File: config.mk
export PLATFORM = sky130hd
export DESIGN_NAME = wlld_cell
export DESIGN_NICKNAME = d
export VERILOG_FILES = /design/src/rtl/core/wlld_pkg.sv /design/src/rtl/core/wlld_cell.sv
export SDC_FILE = /design/constraint.sdc
export NUM_CORES = 1
export LEC_CHECK = 0
export ABC_AREA = 1
export BUFFER_PORTS_ARGS = -buffer_cell sky130_fd_sc_hd__buf_2
export CAP_MARGIN = 15
export CORE_ASPECT_RATIO = 0.5
export CORE_MARGIN = 10
export CORE_UTILIZATION = 45
export DETAILED_ROUTE_END_ITERATION = 6
export GPL_ROUTABILITY_DRIVEN = 0
export GPL_TIMING_DRIVEN = 0
export SKIP_CTS_REPAIR_TIMING = 1
export SYNTH_ARGS = -nofsm -noshare
export SYNTH_HDL_FRONTEND = slang
export SYNTH_SLANG_ARGS = --single-unit
File: constraint.sdc
create_clock -name clk -period 13.08 [get_ports clk]
set_clock_uncertainty 0.2 [all_clocks]
set_input_delay 2.616 -clock clk [delete_from_list [all_inputs] [get_ports clk]]
set_output_delay 2.616 -clock clk [all_outputs]
set_load 0.02 [all_outputs]
File: src/rtl/core/wlld_pkg.sv
// Shared types, codes and sizes of the weighted least-load dispatcher.
`timescale 1ns / 1ps
`default_nettype none
package wlld_pkg;

	localparam int HOSTS = 16;
	localparam int IDX_W = (HOSTS > 1) ? $clog2(HOSTS) : 1;

	localparam int LOAD_W = 8;
	localparam int WGT_W = 9;
	localparam int CNT_W = 5;
	localparam int SCORE_W = 17;
	localparam int CFG_IDX_W = 3;
	localparam int CFG_DATA_W = 9;

	localparam logic [WGT_W-1:0] WGT_ONE = 9'd256;

	localparam logic [1:0] MODE_DISPATCH = 2'd0;
	localparam logic [1:0] MODE_RELEASE = 2'd1;
	localparam logic [1:0] MODE_LOAD = 2'd2;

	localparam logic [CFG_IDX_W-1:0] CFG_CPU_LIMIT = 3'd0;
	localparam logic [CFG_IDX_W-1:0] CFG_RAM_LIMIT = 3'd1;
	localparam logic [CFG_IDX_W-1:0] CFG_CPU_WEIGHT = 3'd2;
	localparam logic [CFG_IDX_W-1:0] CFG_RAM_WEIGHT = 3'd3;
	localparam logic [CFG_IDX_W-1:0] CFG_LOAD_STEP = 3'd4;
	localparam logic [CFG_IDX_W-1:0] CFG_HOST_COUNT = 3'd5;

	typedef struct packed {
		logic [1:0]        mode;
		logic [15:0]       request_id;
		logic [3:0]        host_sel;
		logic [LOAD_W-1:0] cpu_load;
		logic [LOAD_W-1:0] ram_load;
	} in_t;

	typedef struct packed {
		logic               granted;
		logic [3:0]         chosen_host;
		logic [15:0]        echo_id;
		logic [SCORE_W-1:0] best_score;
	} out_t;

	typedef struct packed {
		logic [LOAD_W-1:0] cpu_limit;
		logic [LOAD_W-1:0] ram_limit;
		logic [WGT_W-1:0]  cpu_weight;
		logic [WGT_W-1:0]  ram_weight;
		logic [LOAD_W-1:0] load_step;
	} wcfg_t;

	typedef struct packed {
		logic              grant;
		logic              release_all;
		logic              load;
		logic [LOAD_W-1:0] cpu_load;
		logic [LOAD_W-1:0] ram_load;
	} cmd_t;

	typedef struct packed {
		logic               valid;
		logic               found;
		logic [SCORE_W-1:0] best;
		logic [IDX_W-1:0]   pick;
	} scan_t;

endpackage
`default_nettype wire

File: src/rtl/core/wlld_cell.sv
// One host cell: holds the host's levels and connection count and passes the scan token on.
`timescale 1ns / 1ps
`default_nettype none
module wlld_cell (
	input  logic                        clk,
	input  logic                        arst_n,
	input  logic [wlld_pkg::IDX_W-1:0]  idx,
	input  logic                        in_use,
	input  wlld_pkg::wcfg_t             cfg,
	input  wlld_pkg::cmd_t              cmd,
	input  logic                        grant_hit,
	input  logic                        load_hit,
	input  wlld_pkg::scan_t             scan_in,
	output wlld_pkg::scan_t             scan_out
);

	logic [wlld_pkg::LOAD_W-1:0]  cpu_level_q;
	logic [wlld_pkg::LOAD_W-1:0]  ram_level_q;
	logic [wlld_pkg::LOAD_W-1:0]  links_q;
	logic [wlld_pkg::SCORE_W-1:0] score_q;
	logic                         elig_q;
	wlld_pkg::scan_t              scan_q;

	logic [wlld_pkg::SCORE_W-1:0] cpu_prod;
	logic [wlld_pkg::SCORE_W-1:0] ram_prod;
	logic [wlld_pkg::LOAD_W:0]    cpu_sum;
	logic [wlld_pkg::LOAD_W:0]    ram_sum;
	logic                         take;

	assign cpu_prod = wlld_pkg::SCORE_W'(cpu_level_q) * wlld_pkg::SCORE_W'(cfg.cpu_weight);
	assign ram_prod = wlld_pkg::SCORE_W'(ram_level_q) * wlld_pkg::SCORE_W'(cfg.ram_weight);
	assign cpu_sum = {1'b0, cpu_level_q} + {1'b0, cfg.load_step};
	assign ram_sum = {1'b0, ram_level_q} + {1'b0, cfg.load_step};
	assign take = elig_q && (!scan_in.found || (score_q < scan_in.best));
	assign scan_out = scan_q;

	always_ff @(posedge clk) begin
		score_q <= cpu_prod + ram_prod;
	end

	always_ff @(posedge clk or negedge arst_n) begin
		if (!arst_n) begin
			cpu_level_q <= '0;
			ram_level_q <= '0;
			links_q <= '0;
			elig_q <= 1'b0;
			scan_q <= '0;
		end else begin
			elig_q <= in_use && (cpu_level_q <= cfg.cpu_limit) && (ram_level_q <= cfg.ram_limit);

			scan_q.valid <= scan_in.valid;
			if (take) begin
				scan_q.found <= 1'b1;
				scan_q.best <= score_q;
				scan_q.pick <= idx;
			end else begin
				scan_q.found <= scan_in.found;
				scan_q.best <= scan_in.best;
				scan_q.pick <= scan_in.pick;
			end

			if (cmd.grant && grant_hit) begin
				cpu_level_q <= cpu_sum[wlld_pkg::LOAD_W] ? '1 : cpu_sum[wlld_pkg::LOAD_W-1:0];
				ram_level_q <= ram_sum[wlld_pkg::LOAD_W] ? '1 : ram_sum[wlld_pkg::LOAD_W-1:0];
				links_q <= (links_q == '1) ? links_q : links_q + 1'b1;
			end else if (cmd.release_all && (links_q != '0)) begin
				links_q <= links_q - 1'b1;
				cpu_level_q <= (cpu_level_q > cfg.load_step) ? cpu_level_q - cfg.load_step : '0;
				ram_level_q <= (ram_level_q > cfg.load_step) ? ram_level_q - cfg.load_step : '0;
			end else if (cmd.load && load_hit) begin
				cpu_level_q <= cmd.cpu_load;
				ram_level_q <= cmd.ram_load;
				links_q <= '0;
			end
		end
	end

endmodule
`default_nettype wire

==> metrics.txt <==
# TYPE chip_impl_metric gauge
chip_impl_metric{name="grt_usage",unit="%"} 18.4
chip_impl_info{name="ys.flop_type",value="sky130_fd_sc_hd__dfrtp_1"} 1
chip_impl_metric{name="dp_worst_setup_slack",unit="ns"} 5.17
chip_impl_metric{name="die_height",unit="µm"} 129
chip_impl_info{name="worst_r2r_end",value="score_q[15]$_DFF_P_"} 1
chip_impl_metric{name="grt_start_max_net_pins",unit=""} 36
chip_impl_metric{name="ios",unit=""} 116
chip_impl_metric{name="final_layout_size_suffix_gt1_share",unit="%"} 10.5
chip_impl_metric{name="core_area",unit="mm²"} 0.0230
chip_impl_metric{name="wire_per_inst",unit="µm"} 14.4
chip_impl_info{name="hold_path_end",value="scan_out[14]$_DFF_PN0_"} 1
chip_impl_info{name="critPathLaunch",value="cfg[19]"} 1
chip_impl_metric{name="synth.avg_cell_area",unit="µm²"} 7.14
chip_impl_metric{name="synth.lib_cells_used.distinct",unit=""} 46
chip_impl_metric{name="crit_path_max_fanout",unit=""} 8
chip_impl_metric{name="route.detailed.vias_per_inst",unit=""} 4.89
chip_impl_metric{name="final-max-slew-violation-count",unit=""} 0
chip_impl_info{name="capturing_element_type_of_the_critical_path",value="flip-flop"} 1
chip_impl_metric{name="final.period_utilization",unit="%"} 58.0
chip_impl_metric{name="htree_levels",unit=""} 3
chip_impl_metric{name="cp_data_arrival_time",unit="ns"} 7.62
chip_impl_metric{name="count_of_filler_cells_inserted_in_the_layout",unit=""} 2288
chip_impl_metric{name="clk-insertion-delay-late",unit="ns"} 0.34
chip_impl_metric{name="report.final.setup_viol",unit=""} 0
chip_impl_metric{name="postSynthCellCount",unit=""} 1487
chip_impl_metric{name="post-route-drc-count",unit=""} 0
chip_impl_metric{name="worst_slew_pin_slew",unit="ns"} 0.703
chip_impl_metric{name="nNetsFinal",unit=""} 1934
chip_impl_info{name="hold_class",value="flip-flop to flip-flop"} 1
chip_impl_metric{name="hold-path-cell-count",unit=""} 2
chip_impl_metric{name="fp.dieArea",unit="mm²"} 0.0305
chip_impl_metric{name="synth-warning-count",unit=""} 0
chip_impl_metric{name="synth.ff_latch_count",unit=""} 65
chip_impl_metric{name="drt-total-wl",unit="µm"} 27500
chip_impl_metric{name="ctsLongestPathBuffers",unit=""} 2
chip_impl_metric{name="clock.fmax",unit="MHz"} 132
chip_impl_metric{name="cts_buffers",unit=""} 9
chip_impl_info{name="clock_tree.root_cell",value="sky130_fd_sc_hd__clkbuf_16"} 1
chip_impl_info{name="crit_chain",value="clkbuf_1, nand2_1, fa_1, fa_1, fa_1, inv_1, fa_1, fa_1, fa_1, ha_1, nand2_1, o21ai_0, nand2_1, nand3_1, nand2_1, inv_1, nor2_1, nand2_1, nand2_1"} 1
chip_impl_info{name="tritoncts_clock_tree",value="built"} 1
chip_impl_metric{name="grt_first_pass_wirelength",unit="µm"} 46000
chip_impl_metric{name="finalCoreUtilization",unit="%"} 51.2
chip_impl_metric{name="synth_sequential_area_ratio",unit="%"} 14.5
chip_impl_metric{name="layout_setup_ws",unit="ns"} 5.50
chip_impl_metric{name="core.rowCount",unit=""} 39
chip_impl_metric{name="synth_edf_count",unit=""} 0
chip_impl_metric{name="area_growth_syn_to_layout",unit="%"} 11.1
chip_impl_metric{name="synth_fp_nets",unit=""} 1825
chip_impl_metric{name="worst_path_largest_cell_delay",unit="ns"} 0.60
chip_impl_info{name="final_common_cell",value="sky130_fd_sc_hd__nand2_1"} 1
chip_impl_metric{name="maxSlewHeadroom",unit="%"} 53.2
chip_impl_metric{name="worst_setup_hold_path_clk_slew",unit="ns"} 0.06
chip_impl_metric{name="synth.cell_area",unit="mm²"} 0.0106
chip_impl_metric{name="r2r_slack",unit="ns"} 7.06
chip_impl_metric{name="routed-via-count",unit=""} 9340
chip_impl_info{name="unrepaired_setup_endpoints_after_global_routing",value="false"} 1
chip_impl_metric{name="cap_violations",unit=""} 0
chip_impl_metric{name="grt_antenna_before_repair",unit=""} 2
chip_impl_metric{name="synth-async-reset-ratio",unit="%"} 73.8
chip_impl_metric{name="io_buffers",unit=""} 97
chip_impl_metric{name="reg2regPathDepth",unit=""} 21
chip_impl_metric{name="detailed_place_hpwl",unit="µm"} 23400
chip_impl_metric{name="finalSetupTns",unit="ns"} 0
chip_impl_metric{name="drtAntennaViolNets",unit=""} 0
chip_impl_metric{name="hold_violations",unit=""} 0
chip_impl_metric{name="min_period",unit="ns"} 7.58
chip_impl_metric{name="first_global_vias",unit=""} 9455
chip_impl_info{name="crit_path_top_delay_cell",value="sky130_fd_sc_hd__fa_1"} 1
chip_impl_info{name="hold_path_startpoint",value="score_q[10]$_DFF_P_"} 1
chip_impl_info{name="run_status",value="completed"} 1
chip_impl_info{name="worst_setup_path_start_kind",value="primary input"} 1
chip_impl_metric{name="detail_route.first_pass.iterations",unit=""} 5
chip_impl_info{name="criticalPathCategory",value="primary input to flip-flop"} 1
chip_impl_info{name="most-common-layout-cells",value="sky130_fd_sc_hd__nand2_1, sky130_fd_sc_hd__inv_1, sky130_fd_sc_hd__ha_1"} 1
chip_impl_metric{name="drt_first_iter_violations",unit=""} 589
chip_impl_metric{name="grt_overflow",unit=""} 0
chip_impl_metric{name="tritoncts_num_sinks",unit=""} 65
chip_impl_info{name="launch_point_of_the_worst_reg_to_reg_path",value="cpu_level_q[1]$_DFFE_PN0P_"} 1
chip_impl_metric{name="crit_required",unit="ns"} 13.11
chip_impl_metric{name="starting_density_of_the_core",unit="%"} 46.1
chip_impl_metric{name="die_width",unit="µm"} 237
## area by class of cell
type / instances / area [µm²] / area share, %
Antenna cell: 1 / 2.50 / 0.0212
Clock buffer: 10 / 239 / 2.02
Timing Repair Buffer: 98 / 505 / 4.28
Clock inverter: 6 / 48.8 / 0.413
Buffer: 59 / 285 / 2.42
Tap cell: 307 / 384 / 3.25
Multi-Input combinational cell: 985 / 7370 / 62.5
Inverter: 378 / 1420 / 12.1
Sequential cell: 65 / 1540 / 13.1
## worst max-delay path by stage
| stage | end | slack, ns | cells past startpoint |
|---|---|---|---|
| after floorplan | score_q[15]$_DFF_P_ | 5.72 | 21 |
| after global placement | score_q[15]$_DFF_P_ | 5.22 | 18 |
| after detailed placement | score_q[16]$_DFF_P_ | 5.17 | 19 |
| after CTS | score_q[16]$_DFF_P_ | 5.54 | 19 |
| after global routing | score_q[15]$_DFF_P_ | 5.24 | 21 |
| final | score_q[16]$_DFF_P_ | 5.50 | 19 |
## per-stage QoR
step	hold WS (ns)	area, µm²	instances
2_1_floorplan	0.245	10600	1487
3_3_place_gp	0.271	11500	1891
3_5_place_dp	0.271	11500	1892
4_1_cts	0.283	11800	1908
5_1_grt	0.297	11800	1909
6_report	0.274	11800	1909
## cell usage after synthesis, types with 5 or more instances
master                     instances  share of area (%)
sky130_fd_sc_hd__dfrtp_1          48                 11
sky130_fd_sc_hd__nor2_1           58                2.0
sky130_fd_sc_hd__a21oi_1          43                2.0
sky130_fd_sc_hd__xnor2_1           8               0.66
sky130_fd_sc_hd__nand2_1         411                 15
sky130_fd_sc_hd__nand3_2           7               0.66
sky130_fd_sc_hd__o21ai_0          25                1.2
sky130_fd_sc_hd__o21ai_1           6               0.28
sky130_fd_sc_hd__clkbuf_1         38                1.3
sky130_fd_sc_hd__nand3_1          91                4.3
sky130_fd_sc_hd__inv_1           372                 13
sky130_fd_sc_hd__ha_1            131                 15
sky130_fd_sc_hd__nand4_1          11               0.65
sky130_fd_sc_hd__fa_1            114                 21
sky130_fd_sc_hd__dfxtp_1          17                3.2
sky130_fd_sc_hd__o21bai_1          6               0.42
sky130_fd_sc_hd__or2_1             5               0.29
sky130_fd_sc_hd__xor2_1           27                2.2
sky130_fd_sc_hd__buf_2            11               0.52
sky130_fd_sc_hd__o21ai_2           5               0.41
## registers in the layout (all words and copies together), names as in the netlist
name	flops
score_q	17
links_q	8
ram_level_q	8
scan_out	23
elig_q	1
cpu_level_q	8
## metal layers
metal,GRT usage (%),routed length [µm]
met1,24.0,12400
met2,31.7,13300
met3,3.35,1530
met4,3.03,223
met5,0,20
## cell families (layout without fill, tap and decap cells)
| logic type | Yosys count | count (layout) | synth area share, % |
|---|---|---|---|
| simple gates | 608 | 608 | 24.3 |
| other cells | 0 | 1 | 0 |
| fa+ha+maj | 245 | 245 | 36.9 |
| compound gates | 97 | 97 | 5.25 |
| flops | 65 | 65 | 14.5 |
| xor+xnor | 35 | 35 | 2.89 |
| buf+inv | 437 | 551 | 16.1 |
## critical path: cells and delay by family
family | cells | cell delay [ns]
compound gates | 1 | 0.31
fa+ha+maj | 7 | 3.40
buf+inv | 3 | 0.54
simple gates | 8 | 0.74
Power is left out: the tool's default activity adds up to more than one toggle a clock period on the data nets, which glitch-free logic cannot reach.
